$ cat src/hdl/brf_pkg.sv
// ----------------------------------------------------------------------------
// brf_pkg
// Shared types, constants and the reciprocal factorial table of the
// bisection root finder.
// ----------------------------------------------------------------------------
package brf_pkg;

  localparam int MAX_STEPS_DEF  = 64;
  localparam int SINE_TERMS_DEF = 6;
  localparam int FRAC_BITS_DEF  = 24;

  localparam logic [30:0] TOL_RESET = 31'd16777;

  typedef struct packed {
    logic signed [31:0] low_end;
    logic signed [31:0] high_end;
  } in_item_t;

  typedef struct packed {
    logic signed [31:0] root;
    logic               exact_zero;
    logic               step_limit_hit;
    logic [6:0]         steps_used;
  } out_item_t;

  typedef enum logic [2:0] {
    F_IDLE, F_CUBE, F_SQUARE, F_POWER, F_TERM, F_DONE
  } func_state_t;

  typedef enum logic [2:0] {
    T_IDLE, T_FA, T_MID, T_WAIT, T_DEC
  } top_state_t;

  // 1/k! for k = 1,3,...,11, unsigned Q1.30; higher indices give zero
  function automatic logic [30:0] recip_q30(input logic [2:0] idx);
    logic [30:0] v;
    case (idx)
      3'd0:    v = 31'd1073741824;
      3'd1:    v = 31'd178956971;
      3'd2:    v = 31'd8947849;
      3'd3:    v = 31'd213044;
      3'd4:    v = 31'd2959;
      3'd5:    v = 31'd27;
      default: v = 31'd0;
    endcase
    return v;
  endfunction

endpackage

$ cat src/hdl/bisection_root_finder.sv
// ----------------------------------------------------------------------------
// bisection_root_finder
// Bisects [low_end, high_end] toward a root of x^3 - 4*sin(x^2), Q8.24.
// ----------------------------------------------------------------------------
// Sequence: f(low_end) once, then per step f(mid) and the relative width in
//   parallel (f on the shared multiplier, the width on the divider), then a decision.
// Up to MAX_STEPS steps.
// Throughput: one item at a time; busy stays high until the result strobe.
// The result sits on out_data for the single cycle out_valid is high.
// Reset: synchronous active low; tolerance returns to 16777, control idles.
// ----------------------------------------------------------------------------
module bisection_root_finder #(
  parameter int MAX_STEPS  = brf_pkg::MAX_STEPS_DEF,
  parameter int SINE_TERMS = brf_pkg::SINE_TERMS_DEF,
  parameter int FRAC_BITS  = brf_pkg::FRAC_BITS_DEF
) (
  input  logic              clk,
  input  logic              rst_n,
  input  logic              start,
  output logic              busy,
  input  brf_pkg::in_item_t in_data,
  output logic              out_valid,
  output brf_pkg::out_item_t out_data,
  input  logic              cfg_valid,
  output logic              cfg_ready,
  input  logic [30:0]       cfg_data
);

  import brf_pkg::*;

  localparam logic [31:0] ONE_U = 32'(64'd1 << FRAC_BITS);

  top_state_t         state_r, state_nxt;
  logic [30:0]        tol_r, tol_nxt;
  logic signed [31:0] a_r, a_nxt, b_r, b_nxt, mid_r, mid_nxt;
  logic signed [31:0] fa_r, fa_nxt, fm_r, fm_nxt;
  logic [30:0]        err_r, err_nxt;
  logic [6:0]         steps_r, steps_nxt;
  logic               gotf_r, gotf_nxt, gotd_r, gotd_nxt;
  logic               ov_r, ov_nxt;
  out_item_t          od_r, od_nxt;

  logic               f_start, f_done, d_start, d_done;
  logic signed [31:0] f_x, f_val, mid_c;
  logic signed [32:0] sum_ab, dif_s;
  logic [32:0]        dif_u;
  logic [31:0]        mag_u, mag_c;
  logic [30:0]        d_quo;
  logic               flip;

  brf_func #(.SINE_TERMS(SINE_TERMS), .FRAC_BITS(FRAC_BITS)) u_func (
    .clk(clk), .rst_n(rst_n), .start(f_start), .x(f_x), .done(f_done), .fx(f_val)
  );

  brf_div #(.FRAC_BITS(FRAC_BITS)) u_div (
    .clk(clk), .rst_n(rst_n), .start(d_start), .dif(dif_u), .mag(mag_c),
    .done(d_done), .quo(d_quo)
  );

  // floor midpoint and width operands
  assign sum_ab = 33'(a_r) + 33'(b_r);
  assign mid_c  = sum_ab[32:1];
  assign dif_s  = 33'(b_r) - 33'(a_r);
  assign dif_u  = dif_s[32] ? 33'(-dif_s) : 33'(dif_s);
  assign mag_u  = b_r[31] ? 32'(-33'(b_r)) : 32'(b_r);
  assign mag_c  = (mag_u < ONE_U) ? ONE_U : mag_u;
  assign flip   = (fa_r[31] && !fm_r[31] && fm_r != '0) ||
                  (!fa_r[31] && fa_r != '0 && fm_r[31]);

  always_ff @(posedge clk) begin
    if (!rst_n) begin
      state_r <= T_IDLE;
      tol_r   <= TOL_RESET;
      ov_r    <= 1'b0;
    end else begin
      state_r <= state_nxt;
      tol_r   <= tol_nxt;
      ov_r    <= ov_nxt;
    end
    a_r     <= a_nxt;
    b_r     <= b_nxt;
    mid_r   <= mid_nxt;
    fa_r    <= fa_nxt;
    fm_r    <= fm_nxt;
    err_r   <= err_nxt;
    steps_r <= steps_nxt;
    gotf_r  <= gotf_nxt;
    gotd_r  <= gotd_nxt;
    od_r    <= od_nxt;
  end

  always_comb begin
    state_nxt = state_r;
    tol_nxt   = (cfg_valid && cfg_ready) ? cfg_data : tol_r;
    a_nxt     = a_r;
    b_nxt     = b_r;
    mid_nxt   = mid_r;
    fa_nxt    = fa_r;
    fm_nxt    = fm_r;
    err_nxt   = err_r;
    steps_nxt = steps_r;
    gotf_nxt  = gotf_r;
    gotd_nxt  = gotd_r;
    ov_nxt    = 1'b0;
    od_nxt    = od_r;
    f_start   = 1'b0;
    d_start   = 1'b0;
    f_x       = (state_r == T_IDLE) ? in_data.low_end : mid_c;
    case (state_r)
      T_IDLE: begin
        if (start) begin
          a_nxt     = in_data.low_end;
          b_nxt     = in_data.high_end;
          steps_nxt = '0;
          f_start   = 1'b1;
          state_nxt = T_FA;
        end
      end
      T_FA: begin
        // f(low) once; afterwards it tracks f(mid) when low moves
        if (f_done) begin
          fa_nxt    = f_val;
          state_nxt = T_MID;
        end
      end
      T_MID: begin
        f_start   = 1'b1;
        d_start   = 1'b1;
        mid_nxt   = mid_c;
        steps_nxt = steps_r + 1'b1;
        gotf_nxt  = 1'b0;
        gotd_nxt  = 1'b0;
        state_nxt = T_WAIT;
      end
      T_WAIT: begin
        if (f_done) begin
          fm_nxt   = f_val;
          gotf_nxt = 1'b1;
        end
        if (d_done) begin
          err_nxt  = d_quo;
          gotd_nxt = 1'b1;
        end
        if (gotf_nxt && gotd_nxt) begin
          state_nxt = T_DEC;
        end
      end
      T_DEC: begin
        od_nxt.root           = mid_r;
        od_nxt.steps_used     = steps_r;
        od_nxt.exact_zero     = 1'b0;
        od_nxt.step_limit_hit = 1'b0;
        if (fm_r == '0) begin
          od_nxt.exact_zero = 1'b1;
          ov_nxt            = 1'b1;
          state_nxt         = T_IDLE;
        end else if (err_r < tol_r) begin
          ov_nxt    = 1'b1;
          state_nxt = T_IDLE;
        end else begin
          if (flip) begin
            b_nxt = mid_r;
          end else begin
            a_nxt  = mid_r;
            fa_nxt = fm_r;
          end
          if (err_r == tol_r) begin
            ov_nxt    = 1'b1;
            state_nxt = T_IDLE;
          end else if (steps_r >= 7'(MAX_STEPS)) begin
            od_nxt.step_limit_hit = 1'b1;
            ov_nxt                = 1'b1;
            state_nxt             = T_IDLE;
          end else begin
            state_nxt = T_MID;
          end
        end
      end
      default: state_nxt = T_IDLE;
    endcase
  end

  assign busy      = (state_r != T_IDLE);
  assign cfg_ready = 1'b1;
  assign out_valid = ov_r;
  assign out_data  = od_r;

  a_strobe_idle: assert property (@(posedge clk) disable iff (!rst_n)
    out_valid |-> !busy) else $error("result strobe while busy");

  a_accept_busy: assert property (@(posedge clk) disable iff (!rst_n)
    (start && !busy) |=> busy) else $error("accepted item did not raise busy");

  a_steps_range: assert property (@(posedge clk) disable iff (!rst_n)
    out_valid |-> (out_data.steps_used != '0 && out_data.steps_used <= 7'(MAX_STEPS)))
    else $error("steps_used out of range");

  a_cap_steps: assert property (@(posedge clk) disable iff (!rst_n)
    (out_valid && out_data.step_limit_hit) |-> out_data.steps_used == 7'(MAX_STEPS))
    else $error("step cap flagged below the cap");

endmodule

$ cat src/hdl/brf_mul.sv
// ----------------------------------------------------------------------------
// brf_mul
// Shared 33x33 signed multiplier with registered product.
// ----------------------------------------------------------------------------
module brf_mul (
  input  logic               clk,
  input  logic signed [32:0] a,
  input  logic signed [32:0] b,
  output logic signed [65:0] prod
);

  logic signed [65:0] prod_r;

  always_ff @(posedge clk) begin
    prod_r <= 66'(a) * 66'(b);
  end

  assign prod = prod_r;

endmodule

$ cat src/hdl/brf_div.sv
// ----------------------------------------------------------------------------
// brf_div
// Bit-serial restoring divider for the relative width, saturated to 31 bits.
// ----------------------------------------------------------------------------
module brf_div #(
  parameter int FRAC_BITS = brf_pkg::FRAC_BITS_DEF
) (
  input  logic        clk,
  input  logic        rst_n,
  input  logic        start,
  input  logic [32:0] dif,
  input  logic [31:0] mag,
  output logic        done,
  output logic [30:0] quo
);

  localparam int DW = 33 + FRAC_BITS;
  localparam int CW = $clog2(DW + 1);

  logic [DW-1:0] dq_r, dq_nxt;
  logic [32:0]   rem_r, rem_nxt;
  logic [31:0]   d_r, d_nxt;
  logic [CW-1:0] cnt_r, cnt_nxt;
  logic          done_r, done_nxt;
  logic [32:0]   sh;
  logic          qbit;

  always_ff @(posedge clk) begin
    if (!rst_n) begin
      cnt_r  <= '0;
      done_r <= 1'b0;
    end else begin
      cnt_r  <= cnt_nxt;
      done_r <= done_nxt;
    end
    dq_r  <= dq_nxt;
    rem_r <= rem_nxt;
    d_r   <= d_nxt;
  end

  always_comb begin
    dq_nxt   = dq_r;
    rem_nxt  = rem_r;
    d_nxt    = d_r;
    cnt_nxt  = cnt_r;
    done_nxt = 1'b0;
    sh       = {rem_r[31:0], dq_r[DW-1]};
    qbit     = (sh >= {1'b0, d_r});
    if (start) begin
      dq_nxt  = {dif, {FRAC_BITS{1'b0}}};
      rem_nxt = '0;
      d_nxt   = mag;
      cnt_nxt = CW'(DW);
    end else if (cnt_r != '0) begin
      rem_nxt = qbit ? sh - {1'b0, d_r} : sh;
      dq_nxt  = {dq_r[DW-2:0], qbit};
      cnt_nxt = cnt_r - 1'b1;
      if (cnt_r == CW'(1)) begin
        done_nxt = 1'b1;
      end
    end
  end

  assign done = done_r;
  assign quo  = (|dq_r[DW-1:31]) ? 31'h7FFFFFFF : dq_r[30:0];

endmodule

$ cat src/hdl/brf_func.sv
// ----------------------------------------------------------------------------
// brf_func
// Sequencer for f(x) = x^3 - 4*sin(x^2) on the shared multiplier.
// ----------------------------------------------------------------------------
module brf_func #(
  parameter int SINE_TERMS = brf_pkg::SINE_TERMS_DEF,
  parameter int FRAC_BITS  = brf_pkg::FRAC_BITS_DEF
) (
  input  logic               clk,
  input  logic               rst_n,
  input  logic               start,
  input  logic signed [31:0] x,
  output logic               done,
  output logic signed [31:0] fx
);

  import brf_pkg::*;

  localparam int IW = (SINE_TERMS > 1) ? $clog2(SINE_TERMS) : 1;
  localparam logic signed [31:0] ONE = 32'(64'd1 << FRAC_BITS);

  func_state_t        state_r, state_nxt;
  logic               ph_r, ph_nxt;
  logic [1:0]         cnt_r, cnt_nxt;
  logic [IW-1:0]      i_r, i_nxt;
  logic signed [31:0] x_r, x_nxt, r_r, r_nxt, arc_r, arc_nxt;
  logic signed [31:0] cube_r, cube_nxt, sum_r, sum_nxt, fx_r, fx_nxt;
  logic               done_r, done_nxt;
  logic signed [32:0] mul_a, mul_b;
  logic signed [65:0] prod, term;
  logic signed [31:0] mul_res, s4;

  function automatic logic signed [31:0] sat32(input logic signed [65:0] v);
    if (v > 66'sd2147483647) return 32'sh7FFFFFFF;
    if (v < -66'sd2147483648) return 32'sh80000000;
    return v[31:0];
  endfunction

  brf_mul u_mul (.clk(clk), .a(mul_a), .b(mul_b), .prod(prod));

  assign mul_res = sat32(prod >>> FRAC_BITS);

  always_ff @(posedge clk) begin
    if (!rst_n) begin
      state_r <= F_IDLE;
      done_r  <= 1'b0;
      ph_r    <= 1'b0;
    end else begin
      state_r <= state_nxt;
      done_r  <= done_nxt;
      ph_r    <= ph_nxt;
    end
    cnt_r  <= cnt_nxt;
    i_r    <= i_nxt;
    x_r    <= x_nxt;
    r_r    <= r_nxt;
    arc_r  <= arc_nxt;
    cube_r <= cube_nxt;
    sum_r  <= sum_nxt;
    fx_r   <= fx_nxt;
  end

  always_comb begin
    state_nxt = state_r;
    ph_nxt    = ph_r;
    cnt_nxt   = cnt_r;
    i_nxt     = i_r;
    x_nxt     = x_r;
    r_nxt     = r_r;
    arc_nxt   = arc_r;
    cube_nxt  = cube_r;
    sum_nxt   = sum_r;
    fx_nxt    = fx_r;
    done_nxt  = 1'b0;
    mul_a     = 33'(r_r);
    mul_b     = (state_r == F_POWER) ? 33'(arc_r) : 33'(x_r);
    term      = prod >>> 30;
    s4        = sat32(66'(sum_r) <<< 2);
    if (state_r == F_TERM) begin
      mul_b = {2'b00, recip_q30(3'(i_r))};
    end
    case (state_r)
      F_IDLE: begin
        if (start) begin
          x_nxt     = x;
          r_nxt     = ONE;
          cnt_nxt   = '0;
          ph_nxt    = 1'b0;
          state_nxt = F_CUBE;
        end
      end
      F_CUBE: begin
        ph_nxt = !ph_r;
        if (ph_r) begin
          r_nxt   = mul_res;
          cnt_nxt = cnt_r + 1'b1;
          if (cnt_r == 2'd2) begin
            cube_nxt  = mul_res;
            r_nxt     = ONE;
            cnt_nxt   = '0;
            state_nxt = F_SQUARE;
          end
        end
      end
      F_SQUARE: begin
        ph_nxt = !ph_r;
        if (ph_r) begin
          r_nxt   = mul_res;
          cnt_nxt = cnt_r + 1'b1;
          if (cnt_r == 2'd1) begin
            arc_nxt   = mul_res;
            r_nxt     = ONE;
            cnt_nxt   = '0;
            i_nxt     = '0;
            sum_nxt   = '0;
            state_nxt = F_POWER;
          end
        end
      end
      F_POWER: begin
        // first term needs arc^1, later ones two more factors of arc
        ph_nxt = !ph_r;
        if (ph_r) begin
          r_nxt   = mul_res;
          cnt_nxt = cnt_r + 1'b1;
          if (cnt_r == ((i_r == '0) ? 2'd0 : 2'd1)) begin
            cnt_nxt   = '0;
            state_nxt = F_TERM;
          end
        end
      end
      F_TERM: begin
        ph_nxt = !ph_r;
        if (ph_r) begin
          sum_nxt = i_r[0] ? sat32(66'(sum_r) - term) : sat32(66'(sum_r) + term);
          if (i_r == IW'(SINE_TERMS - 1)) begin
            state_nxt = F_DONE;
          end else begin
            i_nxt     = i_r + 1'b1;
            state_nxt = F_POWER;
          end
        end
      end
      F_DONE: begin
        fx_nxt    = sat32(66'(cube_r) - 66'(s4));
        done_nxt  = 1'b1;
        state_nxt = F_IDLE;
      end
      default: state_nxt = F_IDLE;
    endcase
  end

  assign done = done_r;
  assign fx   = fx_r;

endmodule
$ cat config.mk
export PLATFORM = sky130hd
export DESIGN_NAME = bisection_root_finder
export DESIGN_NICKNAME = d
export VERILOG_FILES = /design/src/hdl/brf_pkg.sv /design/src/hdl/bisection_root_finder.sv /design/src/hdl/brf_mul.sv /design/src/hdl/brf_div.sv /design/src/hdl/brf_func.sv
export SDC_FILE = /design/constraint.sdc
export NUM_CORES = 2
export LEC_CHECK = 0
export BUFFER_PORTS_ARGS = -buffer_cell sky130_fd_sc_hd__buf_2
export CAP_MARGIN = 0
export CORE_MARGIN = 2
export CORE_UTILIZATION = 59
export DETAILED_ROUTE_END_ITERATION = 6
export GPL_TIMING_DRIVEN = 0
export PLACE_DENSITY = 0.88
export SLEW_MARGIN = 20
export SYNTH_ARGS = -nofsm -noshare
export SYNTH_HDL_FRONTEND = slang
export SYNTH_HIERARCHICAL = 1
export SYNTH_SLANG_ARGS = --single-unit
export TNS_END_PERCENT = 1
$ cat constraint.sdc
create_clock -name clk -period 23.6 [get_ports clk]
set_input_delay 4.72 -clock clk [delete_from_list [all_inputs] [get_ports clk]]
set_output_delay 4.72 -clock clk [all_outputs]
set_load 0.005 [all_outputs]
== Word-level counts from Yosys, hierarchy flattened ==
Cells that the tools add are included.
Widths: inputs -> output; s select.
Storage, ports and cells
  output and inout port bits: 44
  logic and storage cells: 280
  bits in registers: 671
Operators by class
  reductions and logical operators: 46
  add/subtract/negate cells: 12
  equal/unequal tests: 35
  bitwise operators: 2
  $lt $le $gt $ge: 14
  multiplexer cells: 135
  multiply operators: 1
Operators with widths (number)
  $mux 32: 45
  $pmux 32 s2: 4
  $gt 66x32->1 const B: 3
  $lt 66x32->1 const B: 3
  $pmux 31 s6: 1
  $pmux 32 s4: 1
  $mux 57: 2
  $mux 33: 3
  $sub 32x32->33: 2
  $mul 32x33->65: 1
  $reduce_bool 32->1: 2
  $mux 3: 16
  $gt 41x32->1 const B: 1
  $lt 41x32->1 const B: 1
  $mux 1: 40
  $add 32x35->36: 1
  $sub 32x35->36: 1
  $gt 34x32->1 const B: 1
  $lt 34x32->1 const B: 1
  $add 32x32->33: 1
  $ge 33x32->1: 1
  $neg 33->33: 1
  $logic_not 32->1: 1
  $lt 32x25->1 const B: 1
  44 further kinds: 111

== Depth between registers and ports, before layout ==
  depth in word-level cells: 13
  depth in mapped cells: 35

== Cells and area by module ==
The synthesis kept the hierarchy.
By module, submodules not included
  brf_mul: area an instance 40324.9 µm², cells an instance 4353, times used 1, seq. area each 1321.3 µm²
  bisection_root_finder: area an instance 16286.9 µm², cells an instance 1668, times used 1, seq. area each 7937.6 µm²
  brf_func: area an instance 14629.0 µm², cells an instance 1576, times used 1, seq. area each 6015.8 µm²
  brf_div: area an instance 7317.0 µm², cells an instance 853, times used 1, seq. area each 3213.1 µm²

== Worst setup path before layout ==
No wires, ideal clock.
  path kind: reg2reg
  start: register u_func.state_r[1]
  end: register u_func.u_mul.prod_r[63] (netlist: u_func/u_mul/prod[63])
  path buffers: 4
  data arrival time: 8.576 ns
  required time: 23.473 ns
  path slack: 14.898 ns
  period minus slack after synthesis: 8.702 ns
  stages on the path, launching flop included: 32
  path through: dfxtp_1 -> nor2b_1 -> and2_1 -> clkbuf_1 -> clkbuf_1 -> nor2_1 -> a22oi_1 -> o21ai_0 -> clkbuf_1 -> nand2_1 -> fa_1 -> fa_1 -> inv_1 -> fa_1 -> fa_1 -> fa_1 -> fa_1 -> fa_1 -> inv_1 -> fa_1 -> inv_1 -> ha_1 -> clkbuf_1 -> and3_1 -> o21a_1 -> a311oi_1 -> a21oi_1 -> a211oi_1 -> o21ai_2 -> a211oi_2 -> o21ai_0 -> xor2_1
Between the ends
  word-level cells in the longest chain between the ends: 4
  elaborated cells between the ends (all ways): 5
  those cells by class: mul (1); eq/ne (2); mux (2)
RTL lines
  from (decl): RTL line brf_func.sv:22  | func_state_t state_r, state_nxt;
  from (signal assigned): RTL line brf_func.sv:49  | state_r <= state_nxt;
  $eq 3x2->1: RTL line brf_func.sv:76  | mul_b = (state_r == F_POWER) ? 33'(arc_r) : 33'(x_r);
  $mux 33: RTL line brf_func.sv:76
  $mux 33 *: RTL line brf_func.sv:79  | if (state_r == F_TERM) begin
  net u_func.mul_b[3]: RTL line brf_func.sv:29  | logic signed [32:0] mul_a, mul_b;
  $mul 32x33->65 *: RTL line brf_mul.sv:15  | prod_r <= 66'(a) * 66'(b);
  to (signal assigned): RTL line brf_mul.sv:15
  to (decl): RTL line brf_mul.sv:12  | logic signed [65:0] prod_r;
The timed path passes the listed nets; every way through them passes the cells marked *.
A chain may end at the register's enable or synchronous reset.

== Worst setup path in the final report ==
  start: register u_func.state_r[2]
  end: register u_func.u_mul.prod_r[63] (netlist: u_func/u_mul/prod[63])
Same word-level chain as after synthesis.

==> out/qor.csv <==
stage;metric;value;unit
critical_path;CP max stage delay;0.75;ns
cts;Clock Path Buffers;3;
run_status;failing checks;design-rule violations;
place;GP Congestion;1.07;
routing;vias;65135;
cts;clock sink total;648;
critical_path;worst-path fanout max;11;
timing;Clock Skews;0.0462;ns
critical_path;Crit. End Element;register;
cts;hold_buf cts;0;
synth;Cell Area, Synth;0.0778;sq mm
routing;average vias per placed instance;6.23;
finish;fillcell total;10844;
cts;CTS resizes;0;
timing;RSZ-0062 raised after global routing;false;
routing;First-pass DRT Iterations;7;
place;I/O Buffers;140;
global_route;first-pass GRT wire length;424;mm
die;I/O Pins;143;
synth;warnings from Yosys;6;
timing;Tmin final;12.75;ns
timing;Hold Fails Final Rpt;0;
synth;post-synthesis area per instance;9.28;sq um
min_path;type of the most critical hold path;register to register;
die;core area;0.131;sq mm
routing;# DRC;70;
global_route;total grt overflow;0;
timing;fmax;78.4;MHz
global_route;number of global-route vias before repair;65194;
synth;Post-Synthesis Cells;8378;
finish;fraction of layout cells with a size suffix above 1;0.0538;
finish;Reg with most FFs;u_div/dq_r;
timing;Final WS setup;10.85;ns
timing;TNS Setup;0;ns
critical_path;Critical Path AT;13.28;ns
timing;Slew @ Worst Pin;1.38;ns
timing;Max Slew Vio Count;0;
die;Die Ht;367;microns
critical_path;Crit path top cell by count;fa_1;
cts;Worst-Skew Late Latency;0.67;ns
run_status;status;finished with violations;
die;die width;367;microns
timing;final period utilization;0.540;
critical_path;data required time of the worst path;24.13;ns
cts;post-CTS setup buffers;0;
place;dpl hpwl;234;mm
critical_path;crit start category;register;
routing;Routed Antenna Nets;0;
die;row count;133;
cts;CTS tree;yes;
cts;TritonCTS Buffers;66;
place;worst slack at placement;11.66;ns
cts;clock-pin slew on the worst setup and hold paths;0.06;ns
cts;CTS H-tree lvls;3;
global_route;antenna violations before repair;45;
die;total die area;0.135;sq mm
routing;DR iter-0 viols;8243;
critical_path;CP max stage cell;nor3_1;
cts;Root Buffer;clkbuf_16;
timing;setup violators final;0;
critical_path;CP Class;register to register;
job;# Max-Cap Violations;0;
global_route;All-Layer GR Usage;0.431;
synth;Post-Syn Nets;10092;
die;Initial Utilization;0.593;
finish;P&R area growth vs syn;7.51;%
routing;Final Routed Wirelength;290;mm
timing;Slew HR;0.0797;
global_route;largest net degree at the start of global routing;57;
finish;nets@finish;10330;
routing;Wirelength per Cell;27.8;microns
finish;max reg flops;57;
## placed cells by master, fill, tap and decap left out, types with 116 or more instances in the layout
master,count
o21ai_0,240
buf_2,177
edfxtp_1,503
ha_1,464
clkbuf_1,346
and2_1,529
nand2_1,1175
xnor2_1,138
dfxtp_1,145
a21oi_1,327
a21o_1,116
fa_1,1150
inv_1,1459
nor2_1,370
## metrics by stage
stage	utilization	instances	hold slack, ns	cell area [sq um]
floorplan	-	8378	0.426	77800
global placement	0.615	10273	0.435	80700
detailed placement	0.620	10303	0.434	81300
CTS	0.637	10423	0.448	83500
global route	0.637	10428	0.458	83500
finish	0.638	10459	0.448	83600
## layer usage
metal | wire [microns] | part of all wire | global-route usage
met4 | 21600 | 0.074 | 0.258
met3 | 37600 | 0.13 | 0.139
met1 | 107000 | 0.37 | 0.559
met5 | 292 | 0.0010 | 0
met2 | 124000 | 0.43 | 0.633
## worst max-delay path: cells and delay by family (launching register included)
| family | cells | cell delay (ns) |
|---|---|---|
| AOI/OAI and AO/OA | 8 | 3.39 |
| adders and majority gates | 9 | 4.41 |
| DFF | 1 | 0.45 |
| buffers and inverters | 9 | 2.30 |
| xor gates and xnor gates | 1 | 0.18 |
| and+or+nand+nor | 4 | 1.83 |
## layout make-up
cell class                      instances  area (sq um)  area share
Sequential cell                       648         18000       0.215
Multi-Input combinational cell       5842         52700       0.631
Clock buffer                           84          1780      0.0213
Inverter                             1465          5500      0.0658
Clock inverter                         36           433     0.00518
Buffer                                423          1730      0.0207
Timing Repair Buffer                  170          1130      0.0135
Tap cell                             1755          2200      0.0263
Antenna cell                           36          90.1     0.00108
## final timing paths
kind / startpoint / depth (start not counted) / slack (ns) / endpoint
min: u_func/fx[11] / 0 / 0.45 / fm_r[11]
max reg2reg: u_func/state_r[2] / 31 / 10.85 / u_func/u_mul/prod[63]
min reg2reg: u_func/fx[11] / 0 / 0.45 / fm_r[11]
max: u_func/state_r[2] / 31 / 10.85 / u_func/u_mul/prod[63]
Power is left out: the tool's default activity adds up to more than one toggle a clock period on the data nets, which glitch-free logic cannot reach.
